===== config.mk =====
export PLATFORM = sky130hd
export DESIGN_NAME = midi_file_event_parser_flat
export DESIGN_NICKNAME = d
export VERILOG_FILES = /design/src/rtl/mfep_pkg.sv /design/src/rtl/mfep_byte_if.sv /design/src/rtl/mfep_evt_if.sv /design/src/rtl/mfep_front.sv /design/src/rtl/mfep_queue.sv /design/src/rtl/mfep_back.sv /design/src/rtl/midi_file_event_parser.sv /design/src/flat_wrapper.sv
export SDC_FILE = /design/constraint.sdc
export NUM_CORES = 1
export LEC_CHECK = 0
export CORE_MARGIN = 5
export CORE_UTILIZATION = 55
export CTS_CLUSTER_DIAMETER = 120
export DETAILED_ROUTE_END_ITERATION = 12
export DONT_BUFFER_PORTS = 1
export GPL_ROUTABILITY_DRIVEN = 0
export PLACE_DENSITY = 0.7
export SLEW_MARGIN = 30
export SYNTH_ARGS = -nofsm -noshare
export SYNTH_HDL_FRONTEND = slang
export SYNTH_SLANG_ARGS = --single-unit

===== constraint.sdc =====
create_clock -name clk_i -period 11 [get_ports clk_i]
set_input_delay 2.75 -clock clk_i [delete_from_list [all_inputs] [get_ports clk_i]]
set_output_delay 2.75 -clock clk_i [all_outputs]
set_load 0.01 [all_outputs]

===== src/rtl/mfep_pkg.sv =====
// shared types, codes and helpers of the midi file event parser
// no dependencies
`default_nettype none

package mfep_pkg;

  localparam logic [2:0] KIND_NOTE_ON  = 3'd0;
  localparam logic [2:0] KIND_NOTE_OFF = 3'd1;
  localparam logic [2:0] KIND_CTRL     = 3'd2;
  localparam logic [2:0] KIND_HEADER   = 3'd3;
  localparam logic [2:0] KIND_DONE     = 3'd4;
  localparam logic [2:0] KIND_ERROR    = 3'd5;

  localparam logic [2:0] ERR_HDR_MAGIC = 3'd0;
  localparam logic [2:0] ERR_HDR_LEN   = 3'd1;
  localparam logic [2:0] ERR_SMPTE     = 3'd2;
  localparam logic [2:0] ERR_TRK_MAGIC = 3'd3;
  localparam logic [2:0] ERR_LONG_VLQ  = 3'd4;
  localparam logic [2:0] ERR_OVERRUN   = 3'd5;
  localparam logic [2:0] ERR_NO_STATUS = 3'd6;
  localparam logic [2:0] ERR_TRUNC     = 3'd7;

  localparam logic [14:0] DEFAULT_TPQ = 15'd480;
  localparam int unsigned Q_DEPTH     = 4;
  localparam int unsigned Q_PTR_BITS  = 2;

  typedef struct packed {
    logic [2:0]  kind;
    logic        last_in_run;
    logic [47:0] tick;
    logic [3:0]  channel;
    logic [7:0]  note_or_controller;
    logic [7:0]  value;
    logic [15:0] file_format;
    logic [15:0] track_total;
    logic [14:0] ticks_per_quarter;
    logic [2:0]  error_code;
  } res_t;

  typedef struct packed {
    logic [1:0] n;
    res_t       r1;
    res_t       r0;
  } res_pair_t;

  typedef struct packed {
    logic full;
    logic empty;
  } q_stat_t;

  function automatic res_pair_t add_res(input res_pair_t p, input res_t r);
    res_pair_t o;
    o = p;
    if (p.n == 2'd0) begin
      o.r0 = r;
      o.n  = 2'd1;
    end else if (p.n == 2'd1) begin
      o.r1 = r;
      o.n  = 2'd2;
    end
    return o;
  endfunction

  function automatic res_t mk_res(input logic [2:0] kind);
    res_t r;
    r      = '0;
    r.kind = kind;
    return r;
  endfunction

  function automatic logic [7:0] head_magic(input logic [1:0] k);
    logic [7:0] v;
    case (k)
      2'd0:    v = 8'h4D;
      2'd1:    v = 8'h54;
      2'd2:    v = 8'h68;
      default: v = 8'h64;
    endcase
    return v;
  endfunction

  function automatic logic [7:0] trk_magic(input logic [1:0] k);
    logic [7:0] v;
    case (k)
      2'd0:    v = 8'h4D;
      2'd1:    v = 8'h54;
      2'd2:    v = 8'h72;
      default: v = 8'h6B;
    endcase
    return v;
  endfunction

endpackage

`default_nettype wire


===== src/rtl/mfep_byte_if.sv =====
// byte input channel of the midi file event parser
// no dependencies
`default_nettype none

interface mfep_byte_if;
  logic       valid;
  logic       ready;
  logic [7:0] data_byte;
  logic       end_of_file;
  modport source (output valid, output data_byte, output end_of_file, input ready);
  modport sink (input valid, input data_byte, input end_of_file, output ready);
endinterface

`default_nettype wire


===== src/rtl/mfep_evt_if.sv =====
// event output channel of the midi file event parser
// no dependencies
`default_nettype none

interface mfep_evt_if;
  logic        valid;
  logic        ready;
  logic [2:0]  kind;
  logic        last_in_run;
  logic [47:0] tick;
  logic [3:0]  channel;
  logic [7:0]  note_or_controller;
  logic [7:0]  value;
  logic [15:0] file_format;
  logic [15:0] track_total;
  logic [14:0] ticks_per_quarter;
  logic [2:0]  error_code;
  modport source (output valid, output kind, output last_in_run, output tick,
                  output channel, output note_or_controller, output value,
                  output file_format, output track_total, output ticks_per_quarter,
                  output error_code, input ready);
  modport sink (input valid, input kind, input last_in_run, input tick,
                input channel, input note_or_controller, input value,
                input file_format, input track_total, input ticks_per_quarter,
                input error_code, output ready);
endinterface

`default_nettype wire


===== src/rtl/mfep_front.sv =====
// byte parser: header, chunk and track body state, builds up to two results per byte
// depends on mfep_pkg
`default_nettype none

module mfep_front #(
  parameter int unsigned TICK_BITS = 48
) (
  input  wire logic                 clk_i,
  input  wire logic                 rst_ni,
  input  wire logic                 cfg_we_i,
  input  wire logic [14:0]          cfg_wdata_i,
  input  wire logic                 in_valid_i,
  input  wire logic [7:0]           data_byte_i,
  input  wire logic                 end_of_file_i,
  output logic                      in_ready_o,
  input  wire mfep_pkg::q_stat_t    q_stat_i,
  output logic                      push_o,
  output mfep_pkg::res_pair_t       pair_o
);

  typedef enum logic [3:0] {
    PH_HEADER, PH_CHUNK, PH_DELTA, PH_STATUS, PH_DATA1, PH_DATA2, PH_META_TYPE,
    PH_META_LEN, PH_SYSEX_LEN, PH_SKIP, PH_SKIP_REST, PH_DONE, PH_ERROR
  } phase_e;

  phase_e                 phase_q, phase_d;
  logic [3:0]             idx_q, idx_d;
  logic [47:0]            words_q, words_d;
  logic [15:0]            tracks_q, tracks_d;
  logic [31:0]            bytes_q, bytes_d;
  logic [TICK_BITS-1:0]   tick_q, tick_d;
  logic [7:0]             run_q, run_d;
  logic [7:0]             cur_q, cur_d;
  logic [27:0]            vlq_q, vlq_d;
  logic [2:0]             vcnt_q, vcnt_d;
  logic [7:0]             first_q, first_d;
  logic [31:0]            skip_q, skip_d;
  logic                   meta_end_q, meta_end_d;
  logic [14:0]            tpq_cfg_q;
  mfep_pkg::res_pair_t    pair;
  logic                   accept;
  logic [TICK_BITS:0]     tick_sum;

  function automatic logic one_data(input logic [7:0] s);
    return (s[7:4] == 4'hC) || (s[7:4] == 4'hD);
  endfunction

  assign in_ready_o = !q_stat_i.full;
  assign accept     = in_valid_i && in_ready_o;
  assign push_o     = accept && (pair.n != 2'd0);
  assign pair_o     = pair;
  assign tick_sum   = {1'b0, tick_q} + (TICK_BITS + 1)'({vlq_q[20:0], data_byte_i[6:0]});

  always_comb begin
    mfep_pkg::res_t  r;
    logic [7:0]      b;
    logic [27:0]     vn;
    logic [2:0]      cn;
    logic [31:0]     bl;
    logic            bad;
    phase_d    = phase_q;
    idx_d      = idx_q;
    words_d    = words_q;
    tracks_d   = tracks_q;
    bytes_d    = bytes_q;
    tick_d     = tick_q;
    run_d      = run_q;
    cur_d      = cur_q;
    vlq_d      = vlq_q;
    vcnt_d     = vcnt_q;
    first_d    = first_q;
    skip_d     = skip_q;
    meta_end_d = meta_end_q;
    pair       = '0;
    b          = data_byte_i;
    vn         = {vlq_q[20:0], b[6:0]};
    cn         = vcnt_q + 3'd1;
    bl         = bytes_q - 32'd1;
    bad        = 1'b0;
    r          = '0;
    case (phase_q)
      PH_HEADER: begin
        if (idx_q < 4'd4) begin
          if (b != mfep_pkg::head_magic(idx_q[1:0])) begin
            r = mfep_pkg::mk_res(mfep_pkg::KIND_ERROR);
            r.error_code = mfep_pkg::ERR_HDR_MAGIC;
            bad = 1'b1;
          end
        end else if (idx_q < 4'd8) begin
          if (b != ((idx_q == 4'd7) ? 8'd6 : 8'd0)) begin
            r = mfep_pkg::mk_res(mfep_pkg::KIND_ERROR);
            r.error_code = mfep_pkg::ERR_HDR_LEN;
            bad = 1'b1;
          end
        end else begin
          words_d = {words_q[39:0], b};
          if (idx_q == 4'd12 && b[7]) begin
            r = mfep_pkg::mk_res(mfep_pkg::KIND_ERROR);
            r.error_code = mfep_pkg::ERR_SMPTE;
            bad = 1'b1;
          end
        end
        if (bad) begin
          pair    = mfep_pkg::add_res(pair, r);
          phase_d = PH_ERROR;
        end else begin
          idx_d = idx_q + 4'd1;
          if (idx_q == 4'd13) begin
            r = mfep_pkg::mk_res(mfep_pkg::KIND_HEADER);
            r.file_format       = words_d[47:32];
            r.track_total       = words_d[31:16];
            r.ticks_per_quarter = (words_d[15:0] != 16'd0) ? words_d[14:0] : tpq_cfg_q;
            pair     = mfep_pkg::add_res(pair, r);
            tracks_d = words_d[31:16];
            idx_d    = 4'd0;
            if (words_d[31:16] == 16'd0) begin
              pair    = mfep_pkg::add_res(pair, mfep_pkg::mk_res(mfep_pkg::KIND_DONE));
              phase_d = PH_DONE;
            end else begin
              phase_d = PH_CHUNK;
            end
          end
        end
      end
      PH_CHUNK: begin
        if (idx_q < 4'd4) begin
          if (b != mfep_pkg::trk_magic(idx_q[1:0])) begin
            r = mfep_pkg::mk_res(mfep_pkg::KIND_ERROR);
            r.error_code = mfep_pkg::ERR_TRK_MAGIC;
            pair    = mfep_pkg::add_res(pair, r);
            phase_d = PH_ERROR;
            bad     = 1'b1;
          end
        end else begin
          bytes_d = {bytes_q[23:0], b};
        end
        if (!bad) begin
          idx_d = idx_q + 4'd1;
          if (idx_q == 4'd7) begin
            idx_d   = 4'd0;
            tick_d  = '0;
            run_d   = 8'd0;
            vlq_d   = 28'd0;
            vcnt_d  = 3'd0;
            phase_d = PH_DELTA;
            if (bytes_d == 32'd0) begin
              tracks_d = tracks_q - 16'd1;
              if (tracks_d == 16'd0) begin
                pair    = mfep_pkg::add_res(pair, mfep_pkg::mk_res(mfep_pkg::KIND_DONE));
                phase_d = PH_DONE;
              end else begin
                phase_d = PH_CHUNK;
              end
            end
          end
        end
      end
      PH_DELTA, PH_STATUS, PH_DATA1, PH_DATA2, PH_META_TYPE, PH_META_LEN,
      PH_SYSEX_LEN, PH_SKIP, PH_SKIP_REST: begin
        bytes_d = bl;
        case (phase_q)
          PH_DELTA: begin
            vlq_d  = vn;
            vcnt_d = cn;
            if (b[7]) begin
              if (cn >= 3'd4) begin
                r = mfep_pkg::mk_res(mfep_pkg::KIND_ERROR);
                r.error_code = mfep_pkg::ERR_LONG_VLQ;
                pair    = mfep_pkg::add_res(pair, r);
                phase_d = PH_ERROR;
              end
            end else begin
              vcnt_d  = 3'd0;
              vlq_d   = 28'd0;
              tick_d  = tick_sum[TICK_BITS] ? '1 : tick_sum[TICK_BITS-1:0];
              phase_d = PH_STATUS;
            end
          end
          PH_STATUS: begin
            if (b[7]) begin
              cur_d = b;
              if (b < 8'hF0) run_d = b;
              if (b == 8'hFF) begin
                phase_d = PH_META_TYPE;
              end else if (b == 8'hF0 || b == 8'hF7) begin
                meta_end_d = 1'b0;
                phase_d    = PH_SYSEX_LEN;
              end else begin
                phase_d = PH_DATA1;
              end
            end else if (run_q == 8'd0) begin
              r = mfep_pkg::mk_res(mfep_pkg::KIND_ERROR);
              r.error_code = mfep_pkg::ERR_NO_STATUS;
              pair    = mfep_pkg::add_res(pair, r);
              phase_d = PH_ERROR;
            end else begin
              cur_d   = run_q;
              first_d = b;
              phase_d = one_data(run_q) ? PH_DELTA : PH_DATA2;
            end
          end
          PH_DATA1: begin
            first_d = b;
            phase_d = one_data(cur_q) ? PH_DELTA : PH_DATA2;
          end
          PH_DATA2: begin
            bad = 1'b1;
            if (cur_q[7:4] == 4'h9 && b != 8'd0) begin
              r = mfep_pkg::mk_res(mfep_pkg::KIND_NOTE_ON);
              r.value = b;
            end else if (cur_q[7:4] == 4'h8 || cur_q[7:4] == 4'h9) begin
              r = mfep_pkg::mk_res(mfep_pkg::KIND_NOTE_OFF);
            end else if (cur_q[7:4] == 4'hB) begin
              r = mfep_pkg::mk_res(mfep_pkg::KIND_CTRL);
              r.value = b;
            end else begin
              bad = 1'b0;
            end
            if (bad) begin
              r.tick               = 48'(tick_q);
              r.channel            = cur_q[3:0];
              r.note_or_controller = first_q;
              pair = mfep_pkg::add_res(pair, r);
            end
            phase_d = PH_DELTA;
          end
          PH_META_TYPE: begin
            meta_end_d = (b == 8'h2F);
            phase_d    = PH_META_LEN;
          end
          PH_META_LEN, PH_SYSEX_LEN: begin
            vlq_d  = vn;
            vcnt_d = cn;
            if (b[7]) begin
              if (cn >= 3'd4) begin
                r = mfep_pkg::mk_res(mfep_pkg::KIND_ERROR);
                r.error_code = mfep_pkg::ERR_LONG_VLQ;
                pair    = mfep_pkg::add_res(pair, r);
                phase_d = PH_ERROR;
              end
            end else begin
              vcnt_d = 3'd0;
              vlq_d  = 28'd0;
              if ({4'd0, vn} > bl) begin
                r = mfep_pkg::mk_res(mfep_pkg::KIND_ERROR);
                r.error_code = mfep_pkg::ERR_OVERRUN;
                pair    = mfep_pkg::add_res(pair, r);
                phase_d = PH_ERROR;
              end else begin
                skip_d = {4'd0, vn};
                if (vn != 28'd0) phase_d = PH_SKIP;
                else phase_d = meta_end_q ? PH_SKIP_REST : PH_DELTA;
              end
            end
          end
          PH_SKIP: begin
            skip_d = skip_q - 32'd1;
            if (skip_d == 32'd0) phase_d = meta_end_q ? PH_SKIP_REST : PH_DELTA;
          end
          default: begin
          end
        endcase
        if (phase_d != PH_ERROR && bl == 32'd0) begin
          if ((phase_d == PH_DELTA && vcnt_d == 3'd0) || phase_d == PH_SKIP_REST) begin
            tracks_d = tracks_q - 16'd1;
            if (tracks_d == 16'd0) begin
              pair    = mfep_pkg::add_res(pair, mfep_pkg::mk_res(mfep_pkg::KIND_DONE));
              phase_d = PH_DONE;
            end else begin
              phase_d = PH_CHUNK;
              idx_d   = 4'd0;
            end
          end else begin
            r = mfep_pkg::mk_res(mfep_pkg::KIND_ERROR);
            r.error_code = mfep_pkg::ERR_OVERRUN;
            pair    = mfep_pkg::add_res(pair, r);
            phase_d = PH_ERROR;
          end
        end
      end
      default: begin
      end
    endcase
    if (end_of_file_i && phase_d != PH_DONE && phase_d != PH_ERROR) begin
      r = mfep_pkg::mk_res(mfep_pkg::KIND_ERROR);
      r.error_code = (phase_d == PH_HEADER || phase_d == PH_CHUNK) ?
                     mfep_pkg::ERR_TRUNC : mfep_pkg::ERR_OVERRUN;
      pair    = mfep_pkg::add_res(pair, r);
      phase_d = PH_ERROR;
    end
    if (pair.n == 2'd1) pair.r0.last_in_run = 1'b1;
    if (pair.n == 2'd2) pair.r1.last_in_run = 1'b1;
  end

  always_ff @(posedge clk_i or negedge rst_ni) begin
    if (!rst_ni) begin
      phase_q    <= PH_HEADER;
      idx_q      <= '0;
      words_q    <= '0;
      tracks_q   <= '0;
      bytes_q    <= '0;
      tick_q     <= '0;
      run_q      <= '0;
      cur_q      <= '0;
      vlq_q      <= '0;
      vcnt_q     <= '0;
      first_q    <= '0;
      skip_q     <= '0;
      meta_end_q <= 1'b0;
      tpq_cfg_q  <= mfep_pkg::DEFAULT_TPQ;
    end else begin
      if (cfg_we_i) tpq_cfg_q <= cfg_wdata_i;
      if (accept) begin
        phase_q    <= phase_d;
        idx_q      <= idx_d;
        words_q    <= words_d;
        tracks_q   <= tracks_d;
        bytes_q    <= bytes_d;
        tick_q     <= tick_d;
        run_q      <= run_d;
        cur_q      <= cur_d;
        vlq_q      <= vlq_d;
        vcnt_q     <= vcnt_d;
        first_q    <= first_d;
        skip_q     <= skip_d;
        meta_end_q <= meta_end_d;
      end
    end
  end

endmodule

`default_nettype wire


===== src/rtl/mfep_queue.sv =====
// short queue of per-byte result groups between parser and output side
// depends on mfep_pkg
`default_nettype none

module mfep_queue (
  input  wire logic                 clk_i,
  input  wire logic                 rst_ni,
  input  wire logic                 push_i,
  input  wire mfep_pkg::res_pair_t  pair_i,
  input  wire logic                 pop_i,
  output mfep_pkg::res_pair_t       head_o,
  output mfep_pkg::q_stat_t         stat_o
);

  mfep_pkg::res_pair_t                 mem_q [mfep_pkg::Q_DEPTH];
  logic [mfep_pkg::Q_PTR_BITS-1:0]     wr_q, rd_q;
  logic [mfep_pkg::Q_PTR_BITS:0]       cnt_q;

  assign stat_o.full  = (cnt_q == (mfep_pkg::Q_PTR_BITS + 1)'(mfep_pkg::Q_DEPTH));
  assign stat_o.empty = (cnt_q == '0);
  assign head_o       = mem_q[rd_q];

  always_ff @(posedge clk_i) begin
    if (push_i) mem_q[wr_q] <= pair_i;
  end

  always_ff @(posedge clk_i or negedge rst_ni) begin
    if (!rst_ni) begin
      wr_q  <= '0;
      rd_q  <= '0;
      cnt_q <= '0;
    end else begin
      if (push_i) wr_q <= wr_q + 1'b1;
      if (pop_i) rd_q <= rd_q + 1'b1;
      if (push_i && !pop_i) cnt_q <= cnt_q + 1'b1;
      else if (pop_i && !push_i) cnt_q <= cnt_q - 1'b1;
    end
  end

`ifndef NO_ASSERTIONS
  a_no_push_full: assert property (@(posedge clk_i) disable iff (!rst_ni)
    stat_o.full |-> !push_i) else $error("push into full queue");
  a_no_pop_empty: assert property (@(posedge clk_i) disable iff (!rst_ni)
    stat_o.empty |-> !pop_i) else $error("pop from empty queue");
  a_cnt_range: assert property (@(posedge clk_i) disable iff (!rst_ni)
    cnt_q <= (mfep_pkg::Q_PTR_BITS + 1)'(mfep_pkg::Q_DEPTH)) else $error("count overflow");
  a_nonempty_push: assert property (@(posedge clk_i) disable iff (!rst_ni)
    push_i |-> pair_i.n != 2'd0) else $error("empty group pushed");
`endif

endmodule

`default_nettype wire


===== src/rtl/mfep_back.sv =====
// output side: sends the one or two results of each queued group in order
// depends on mfep_pkg
`default_nettype none

module mfep_back (
  input  wire logic                 clk_i,
  input  wire logic                 rst_ni,
  input  wire mfep_pkg::res_pair_t  head_i,
  input  wire mfep_pkg::q_stat_t    q_stat_i,
  output logic                      pop_o,
  input  wire logic                 out_ready_i,
  output logic                      out_valid_o,
  output mfep_pkg::res_t            res_o
);

  logic sel_q;
  logic take;

  assign out_valid_o = !q_stat_i.empty;
  assign res_o       = sel_q ? head_i.r1 : head_i.r0;
  assign take        = out_valid_o && out_ready_i;
  assign pop_o       = take && (sel_q || head_i.n != 2'd2);

  always_ff @(posedge clk_i or negedge rst_ni) begin
    if (!rst_ni) begin
      sel_q <= 1'b0;
    end else if (take) begin
      sel_q <= !pop_o;
    end
  end

endmodule

`default_nettype wire


===== src/rtl/midi_file_event_parser.sv =====
// top level of the midi file event parser: parser, result queue and output side
// depends on mfep_pkg, mfep_byte_if, mfep_evt_if, mfep_front, mfep_queue, mfep_back
//
// usage
//   byte_in carries one file byte per request, end_of_file set on the last byte
//   evt_out carries results: note on/off, control change, header, done, error
//   cfg_we_i/cfg_wdata_i set the ticks per quarter used when the header division is zero
// timing
//   one byte accepted per cycle while the result queue is not full; each byte is parsed
//   in the cycle it is accepted; evt_out gives one result per cycle while ready is high
//   a byte giving two results holds the output side until both have been taken
// backpressure
//   a four-entry queue of result groups sits between parser and output side
//   byte_in.ready drops only while that queue is full
// reset
//   rst_ni clears parse state to the header phase and empties the queue
//   the division register returns to 480
//   after done or error all further bytes are taken and dropped until reset
`default_nettype none

module midi_file_event_parser #(
  parameter int unsigned TICK_BITS = 48
) (
  input  wire logic        clk_i,
  input  wire logic        rst_ni,
  input  wire logic        cfg_we_i,
  input  wire logic [14:0] cfg_wdata_i,
  mfep_byte_if.sink        byte_in,
  mfep_evt_if.source       evt_out
);

  mfep_pkg::res_pair_t pair;
  mfep_pkg::res_pair_t head;
  mfep_pkg::q_stat_t   q_stat;
  mfep_pkg::res_t      res;
  logic                push;
  logic                pop;
  logic                in_ready;
  logic                out_valid;

  mfep_front #(.TICK_BITS(TICK_BITS)) u_front (
    .clk_i         (clk_i),
    .rst_ni        (rst_ni),
    .cfg_we_i      (cfg_we_i),
    .cfg_wdata_i   (cfg_wdata_i),
    .in_valid_i    (byte_in.valid),
    .data_byte_i   (byte_in.data_byte),
    .end_of_file_i (byte_in.end_of_file),
    .in_ready_o    (in_ready),
    .q_stat_i      (q_stat),
    .push_o        (push),
    .pair_o        (pair)
  );

  mfep_queue u_queue (
    .clk_i  (clk_i),
    .rst_ni (rst_ni),
    .push_i (push),
    .pair_i (pair),
    .pop_i  (pop),
    .head_o (head),
    .stat_o (q_stat)
  );

  mfep_back u_back (
    .clk_i       (clk_i),
    .rst_ni      (rst_ni),
    .head_i      (head),
    .q_stat_i    (q_stat),
    .pop_o       (pop),
    .out_ready_i (evt_out.ready),
    .out_valid_o (out_valid),
    .res_o       (res)
  );

  assign byte_in.ready              = in_ready;
  assign evt_out.valid              = out_valid;
  assign evt_out.kind               = res.kind;
  assign evt_out.last_in_run        = res.last_in_run;
  assign evt_out.tick               = res.tick;
  assign evt_out.channel            = res.channel;
  assign evt_out.note_or_controller = res.note_or_controller;
  assign evt_out.value              = res.value;
  assign evt_out.file_format        = res.file_format;
  assign evt_out.track_total        = res.track_total;
  assign evt_out.ticks_per_quarter  = res.ticks_per_quarter;
  assign evt_out.error_code         = res.error_code;

endmodule

`default_nettype wire


===== src/flat_wrapper.sv =====
// flat-port wrapper written by rule: the top's interface ports become plain ports
module midi_file_event_parser_flat 
#(
  parameter int unsigned TICK_BITS = 48
)
  (clk_i, rst_ni, cfg_we_i, cfg_wdata_i, byte_in_valid, byte_in_data_byte, byte_in_end_of_file, byte_in_ready, evt_out_valid, evt_out_kind, evt_out_last_in_run, evt_out_tick, evt_out_channel, evt_out_note_or_controller, evt_out_value, evt_out_file_format, evt_out_track_total, evt_out_ticks_per_quarter, evt_out_error_code, evt_out_ready);
  mfep_byte_if byte_in_i ();
  mfep_evt_if evt_out_i ();
  input  wire logic clk_i;
  input  wire logic rst_ni;
  input  wire logic cfg_we_i;
  input  wire logic [14:0] cfg_wdata_i;
  input wire logic [$bits(byte_in_i.valid)-1:0] byte_in_valid;
  input wire logic [$bits(byte_in_i.data_byte)-1:0] byte_in_data_byte;
  input wire logic [$bits(byte_in_i.end_of_file)-1:0] byte_in_end_of_file;
  output wire logic [$bits(byte_in_i.ready)-1:0] byte_in_ready;
  output wire logic [$bits(evt_out_i.valid)-1:0] evt_out_valid;
  output wire logic [$bits(evt_out_i.kind)-1:0] evt_out_kind;
  output wire logic [$bits(evt_out_i.last_in_run)-1:0] evt_out_last_in_run;
  output wire logic [$bits(evt_out_i.tick)-1:0] evt_out_tick;
  output wire logic [$bits(evt_out_i.channel)-1:0] evt_out_channel;
  output wire logic [$bits(evt_out_i.note_or_controller)-1:0] evt_out_note_or_controller;
  output wire logic [$bits(evt_out_i.value)-1:0] evt_out_value;
  output wire logic [$bits(evt_out_i.file_format)-1:0] evt_out_file_format;
  output wire logic [$bits(evt_out_i.track_total)-1:0] evt_out_track_total;
  output wire logic [$bits(evt_out_i.ticks_per_quarter)-1:0] evt_out_ticks_per_quarter;
  output wire logic [$bits(evt_out_i.error_code)-1:0] evt_out_error_code;
  input wire logic [$bits(evt_out_i.ready)-1:0] evt_out_ready;
  assign byte_in_i.valid = byte_in_valid;
  assign byte_in_i.data_byte = byte_in_data_byte;
  assign byte_in_i.end_of_file = byte_in_end_of_file;
  assign byte_in_ready = byte_in_i.ready;
  assign evt_out_valid = evt_out_i.valid;
  assign evt_out_kind = evt_out_i.kind;
  assign evt_out_last_in_run = evt_out_i.last_in_run;
  assign evt_out_tick = evt_out_i.tick;
  assign evt_out_channel = evt_out_i.channel;
  assign evt_out_note_or_controller = evt_out_i.note_or_controller;
  assign evt_out_value = evt_out_i.value;
  assign evt_out_file_format = evt_out_i.file_format;
  assign evt_out_track_total = evt_out_i.track_total;
  assign evt_out_ticks_per_quarter = evt_out_i.ticks_per_quarter;
  assign evt_out_error_code = evt_out_i.error_code;
  assign evt_out_i.ready = evt_out_ready;
  midi_file_event_parser #(.TICK_BITS(TICK_BITS)) u_core (.clk_i(clk_i), .rst_ni(rst_ni), .cfg_we_i(cfg_we_i), .cfg_wdata_i(cfg_wdata_i), .byte_in(byte_in_i), .evt_out(evt_out_i));
endmodule

* Word level (Yosys, flattened, before mapping)
Memories as Yosys holds them, arrays and structs flattened.
Cells that the tools add are included.
** Operators by class
- Add/sub/neg operators :: 10
- Magnitude comparators :: 5
- Equality and inequality tests :: 65
- Multiplexer cells :: 170
- Reduce and logical (&&, ||, !) cells :: 63
** Operators with widths (count)
- 246-bit two-way mux :: 14
- 245-bit two-way mux :: 8
- 122-bit two-way mux :: 16
- 246-bit one-hot mux with 4 select lines :: 1
- 246-bit one-hot mux with 3 select lines :: 1
- 124-bit two-way mux :: 5
- 48-bit two-way mux :: 8
- 121-bit two-way mux :: 3
- 32-bit two-way mux :: 4
- 32-bit one-hot mux with 2 select lines :: 2
- 4-bit two-way mux :: 31
- 16-bit two-way mux :: 7
- 8-bit two-way mux :: 13
- 32-bit logical NOT :: 3
- 48-bit one-hot mux with 2 select lines :: 1
- 21-bit two-way mux :: 4
- 32-bit by 1-bit subtractor with 32-bit output, second input constant :: 2
- 4-bit equality test, second input constant :: 13
- 48-bit by 28-bit adder with 49-bit output :: 1
- 16-bit one-hot mux with 3 select lines :: 1
- 2-bit != test, second input constant :: 23
- 21-bit one-hot mux with 2 select lines :: 1
- 6-bit one-hot mux with 3 select lines :: 2
- 28-bit by 32-bit > comparator with 1-bit output :: 1
- 51 further kinds :: 148
** Word-level totals
- Register bits after elaboration :: 256
- Memory bits (writable) :: 984
- Bits of input ports :: 29
- Output and inout bits :: 124
- Logic and storage cells :: 332
- Memories :: 1
** Memories
- u_core.u_queue.mem_q :: depth 4, bits a word 246, read ports 1, clocked after Yosys merged registers in 0, wr ports 1, line mfep_queue.sv:15 : mfep_pkg::res_pair_t mem_q [mfep_pkg::Q_DEPTH];

* Logic depth before layout (Yosys ltp)
- Depth after elaboration :: 27
- Depth in mapped cells :: 33
- Gate-level depth less buffers :: 30

* By module
Synthesis repeated with hierarchy kept, for this count alone.
** Unflattened totals
- Cells, all modules :: 3780
- Area total of the unflattened synthesis :: 57162.3 um2
** Modules (own cells, without submodules)
- mfep_queue :: times used 1, cells each 1319, area each 36105.9 um2, sequential area each 29723.5 um2
- mfep_front :: times used 1, cells each 2318, area each 19268.5 um2, sequential area each 6211.0 um2
- mfep_back :: times used 1, cells each 143, area each 1788.0 um2, sequential area each 25.0 um2

* Worst setup path after synthesis
OpenSTA, ideal clock, no wires.
- Path type :: input -> register
- Start point :: in byte_in_data_byte[0]
- End point :: mem u_core.u_queue.mem_q[0][0] in the netlist's numbering (enable)
- Library setup time :: 0.501 ns
- Arrival :: 9.424 ns
- Data required time :: 10.499 ns
- Slack :: 1.075 ns
- Stages on the path :: 20
- Buffers on the path :: 3
- Path through :: buf_1 -> inv_1 -> ha_1 -> nor2b_1 -> o211ai_1 -> a21oi_1 -> nor4_1 -> o31ai_1 -> a221o_1 -> o2111a_1 -> buf_2 -> a2111o_1 -> o211ai_1 -> a21oi_1 -> ha_1 -> clkbuf_1 -> nand3_1 -> a21oi_1 -> a311oi_4 -> and2_1
** Between the ends
- Longest elaborated chain between the ends :: 23
- Elaborated cells between the ends (all ways) :: 88
- Classes of those cells :: order compare: 1; eq/ne: 14; mux: 58; reduce/logical: 15
** Ends and longest elaborated chain
- from (decl) :: line flat_wrapper.sv:14 : input wire logic [$bits(byte_in_i.data_byte)-1:0] byte_in_data_byte;
- branches (longest 18 deep; another with 28-bit by 32-bit > comparator with 1-bit output)
- 246-bit two-way mux * :: line mfep_front.sv:284 : if (end_of_file_i && phase_d != PH_DONE && phase_d != PH_ERROR) begin
- 2-bit nonzero test * :: line mfep_front.sv:50 : assign push_o = accept && (pair.n != 2'd0);
- 1-bit logical AND * :: line mfep_front.sv:50
- named net u_core.push :: line midi_file_event_parser.sv:36 : logic push;
- 1-bit two-way mux * :: line mfep_queue.sv:24 : if (push_i) mem_q[wr_q] <= pair_i;
- 1-bit two-way mux (not written as such) * :: line mfep_queue.sv:24
- to (decl) :: line mfep_queue.sv:15
Mark *: on every way through the listed nets, which the timed path passes. The select of a mux whose other input is x is not followed.

* Worst setup path after layout
- Start point :: reg u_core.u_front.bytes_q[12]
- End point :: mem u_core.u_queue.mem_q[2][51] in the netlist's numbering (enable)
** Between the ends
- Longest elaborated chain between the ends :: 21
- Elaborated cells between the ends (all ways) :: 52
- Classes of those cells :: add/sub: 1; order compare: 1; eq/ne: 7; mux: 32; reduce/logical: 11
** Ends and longest elaborated chain
- from (decl) :: line mfep_front.sv:30 : logic [31:0] bytes_q, bytes_d;
- from (signal assigned) :: line mfep_front.sv:318 : bytes_q <= bytes_d;
- 32-bit by 1-bit subtractor with 32-bit output :: line mfep_front.sv:78 : bl = bytes_q - 32'd1;
- 28-bit by 32-bit > comparator with 1-bit output :: line mfep_front.sv:244 : if ({4'd0, vn} > bl) begin
- 245-bit two-way mux :: line mfep_front.sv:244
- 246-bit two-way mux :: line mfep_front.sv:234 : if (b[7]) begin
- 246-bit one-hot mux with 4 select lines :: line mfep_front.sv:161 : case (phase_q)
- 246-bit two-way mux :: line mfep_front.sv:81 : case (phase_q)
- 2-bit by 1-bit equality test with 1-bit output :: line mfep_pkg.sv:57 : end else if (p.n == 2'd1) begin
- 124-bit two-way mux :: line mfep_pkg.sv:57
- [6 not listed]
- 124-bit two-way mux :: line mfep_pkg.sv:57
- 2-bit two-way mux :: line mfep_pkg.sv:54 : if (p.n == 2'd0) begin
- 246-bit two-way mux * :: line mfep_front.sv:284
- 2-bit nonzero test * :: line mfep_front.sv:50
- 1-bit logical AND * :: line mfep_front.sv:50
- named net u_core.push :: line midi_file_event_parser.sv:36
- 1-bit two-way mux * :: line mfep_queue.sv:24
- 1-bit two-way mux (not written as such) * :: line mfep_queue.sv:24
Mark *: on every way through the listed nets, which the timed path passes. The rest lies on a longest branch. The select of a mux whose other input is x is not followed.

==> results.py <==
metrics = {
    "die": {
        "start_util": 0.5563,
        "die_y_um": 270.9,
        "rows": 95,
        "die_w_um": 270.9,
        "pin_count": 153,
        "dieArea_sq_um": 73370,
        "fp.coreArea_sq_um": 67280,
    },
    "power": {
        "p_switching_mw": 3.669,
        "vdd_drop_max_uv": 170.2,
        "total_power_mw": 10.38,
        "pwr-share-comb": 0.320,
        "p_per_area_nw_per_um2": 252.2,
        "p_clk_frac": 0.284,
        "p_leak_nw": 14.93,
        "internal_power_mw": 6.715,
        "seq_power_share": 0.396,
        "switching_share": 0.3534,
    },
    "final_layout": {
        "area_delta_synth_final_pct": 10.01,
        "drive_above_1_share": 0.1364,
        "final_cells": 3937,
        "antenna-diode-count": 0,
        "nets": 3102,
        "nFillCells": 5108,
        "final_common_cell": "edfxtp_1",
        "postLayoutCellArea_sq_um": 41180,
        "most-common-layout-cells": "508 x edfxtp_1, 285 x nand2_1, 248 x dfrtp_1",
    },
    "global_route": {
        "grtUsageTotal": 0.2469,
        "grt_max_degree": 257,
        "antenna_found_initial": 2,
        "grt_overflow_total": 0,
        "grt_pass1_vias": 25290,
        "grt_pass1_wl_um": 145700,
    },
    "sta": {
        "slew_headroom": 0.3485,
        "rsz0062_at_grt": "false",
        "final.setup_skew_ns": 0.04593,
        "drv_slew": 0,
        "max_slew.worst_pin.slew_ns": 0.9750,
        "setup_viol_count_final": 0,
        "max_freq_ghz": 0.1147,
        "fin_setup_tns_ns": 0,
        "hold_violations": 0,
        "min_period_ns": 8.721,
        "min_period_over_period": 0.7928,
    },
    "logic_synthesis": {
        "synth_ff_type": "edfxtp_1",
        "yosysWarnings": 0,
        "synthesis.area_sq_um": 37430,
        "syn_inst": 3054,
        "ys_ff_latch": 764,
        "synth-edff-count": 508,
        "syn_area_per_cell_sq_um": 12.26,
        "synth_fp_nets": 3161,
        "synth_cell_types": 93,
        "synthTopCellsByArea": "edfxtp_1 41%, dfrtp_1 17%, mux4_2 7.6%, nand2_1 2.9%, o21ai_0 2.8%",
        "synth_largest_area_cell": "edfxtp_1",
        "yosysTopAreaCellShare": 0.4076,
        "ys_seq_area_frac": 0.5789,
        "async_flop_share": 0.3351,
    },
    "min_path": {
        "hold_path_class": "reg -> reg",
    },
    "drt": {
        "first_iter_violations": 2772,
        "drc": 0,
        "viasPerCell": 6.407,
        "via_count": 25230,
        "wl_per_cell_um": 23.36,
        "antenna_left": 0,
        "firstDrtPassIters": 7,
        "drt-total-wl_um": 91960,
    },
    "run_status": {
        "outcome": "complete, no violations",
    },
    "placement": {
        "placed_cells": 3783,
        "dpl.hpwl_um": 59390,
        "placed_cell_area_sq_um": 38150,
        "numPortBuffers": 0,
    },
    "clocking": {
        "postCtsHoldBufs": 0,
        "clockBufferDepth": 3,
        "ctsRootBufferMaster": "clkbuf_16",
        "cts_tree": "built",
        "cts_setup_buffers": 0,
        "ctsResizeCount": 0,
        "cts_sinks": 764,
        "worstSkewPairLatency_ns": 0.65,
        "cts-buffers-inserted": 81,
        "clkSlewWorstSetupHoldPaths_ns": 0.06,
        "htreeDepth": 3,
    },
    "worst_setup_path": {
        "worst-path-max-fanout": 53,
        "start_kind": "register",
        "critical_path_class": "reg -> reg",
        "end_kind": "register",
        "cp.arrival_ns": 8.98,
        "cp.required_ns": 11.26,
    },
    "flow_run": {
        "max-cap-violations": 0,
    },
}
==> path summary, 6_finish.rpt <==
kind | startpoint | endpoint | slack (ns) | cells past startpoint
min | u_core.u_queue.cnt_q[2] | u_core.u_queue.cnt_q[2] | 0.49 | 1
max reg2reg | u_core.u_front.bytes_q[12] | u_core.u_queue.mem_q[2][51] | 2.28 | 25
min in group asynchronous | rst_ni | u_core.u_front.first_q[2] | 1.81 | 0
max in group asynchronous | rst_ni | u_core.u_queue.rd_q[1] | 8.81 | 0
max | u_core.u_front.bytes_q[12] | u_core.u_queue.mem_q[2][51] | 2.28 | 25
min reg2reg | u_core.u_queue.cnt_q[2] | u_core.u_queue.cnt_q[2] | 0.49 | 1
==> logic make-up after synthesis <==
family	count (synthesis)	share of synthesized area
buffers and inverters	225	0.02390
multiplexers	249	0.1112
adder cells (fa/ha/maj)	78	0.02648
AND/OR/NAND/NOR	1093	0.1491
flip-flops	764	0.5789
AO/OA/AOI/OAI	577	0.09461
XOR/XNOR	68	0.01591
==> worst max-delay path: stages (launching register included) <==
cell	delay [ns]
dfrtp_1	0.49
nor4_2	0.57
nand4_1	0.52
nor4_1	0.50
xor2_1	0.35
inv_1	0.14
ha_1	0.33
a211oi_1	0.27
nor2_1	0.10
nor2_1	0.15
o211ai_1	0.17
nor4_2	0.55
o31a_1	0.24
o21ai_0	0.13
nor2b_1	0.36
inv_1	0.14
ha_1	0.29
o2111ai_1	0.08
o211ai_1	0.11
a21oi_1	0.44
ha_1	0.34
nand3_1	0.10
a21oi_1	0.07
a311oi_4	0.41
and2_4	0.77
buf_4	0.65
==> sequential cells by signal, summed over array words and instances (netlist names) <==
| register | cells |
|---|---|
| u_core.u_queue.mem_q | 508 |
| u_core.u_front.tick_q | 48 |
| u_core.u_front.words_q | 48 |
| u_core.u_front.bytes_q | 32 |
| u_core.u_front.skip_q | 32 |
| u_core.u_front.vlq_q | 21 |
| u_core.u_front.tracks_q | 16 |
| u_core.u_front.tpq_cfg_q | 15 |
| u_core.u_front.cur_q | 8 |
| u_core.u_front.first_q | 8 |
| u_core.u_front.run_q | 8 |
| u_core.u_front.idx_q | 4 |
| u_core.u_front.phase_q | 4 |
| u_core.u_front.vcnt_q | 3 |
| u_core.u_queue.cnt_q | 3 |
| u_core.u_queue.rd_q | 2 |
| u_core.u_queue.wr_q | 2 |
| u_core.u_back.sel_q | 1 |
| u_core.u_front.meta_end_q | 1 |
==> final cells by class <==
type                            count  area [sq um]  share of cell area
Multi-Input combinational cell   2065         14940              0.3628
Sequential cell                   764         21680              0.5265
Timing Repair Buffer               35         331.6            0.008053
Clock inverter                     43         688.2             0.01671
Clock buffer                      109          2265             0.05500
Inverter                           48         180.2            0.004376
Tap cell                          873          1092             0.02653
==> per-stage QoR <==
stage                     worst slack, ns    util  hold slack, ns
final                               2.279  0.6120          0.4900
after global routing                1.699  0.6120          0.5139
after CTS                           2.165  0.6109          0.4887
after detailed placement            2.071  0.5670          0.4816
after global placement              2.165  0.5665          0.4749
after floorplan                     1.075       -          0.4483
==> cells in the mapped netlist (12+ instances only) <==
master	instances
a211oi_1	12
a21o_1	15
a21oi_1	154
a22o_1	14
a22oi_1	17
a31oi_1	16
and2_1	73
and3_1	24
buf_1	25
clkbuf_1	136
dfrtp_1	252
edfxtp_1	508
ha_1	76
inv_1	48
mux2_2	60
mux2i_1	61
mux4_2	127
nand2_1	285
nand2b_1	22
nand3_1	85
nand4_1	52
nor2_1	219
nor2b_1	137
nor3_1	53
nor4_1	44
o211ai_1	12
o21ai_0	208
o22ai_1	29
o31ai_1	14
or2_2	13
or3_1	24
xnor2_1	32
xor2_1	36
==> routing by layer <==
layer | GRT usage | share of wire | vias to the layer above
met5 | 0 | 0 | -
met4 | 0.08424 | 0.031 | 0
met3 | 0.04244 | 0.075 | 211
met2 | 0.3982 | 0.48 | 1116
met1 | 0.3446 | 0.41 | 12510
li1 | - | - | 11390
==> power by group through the flow <==
stage	registers [mW]	clock network (mW)	logic, mW
2_1_floorplan	3.90	0	2.67
3_3_place_gp	4.12	0	3.24
3_5_place_dp	4.15	0	3.31
4_1_cts	4.10	3.00	3.33
5_1_grt	4.17	3.13	3.63
6_report	4.11	2.95	3.33
(Power assumes the default switching activity.)
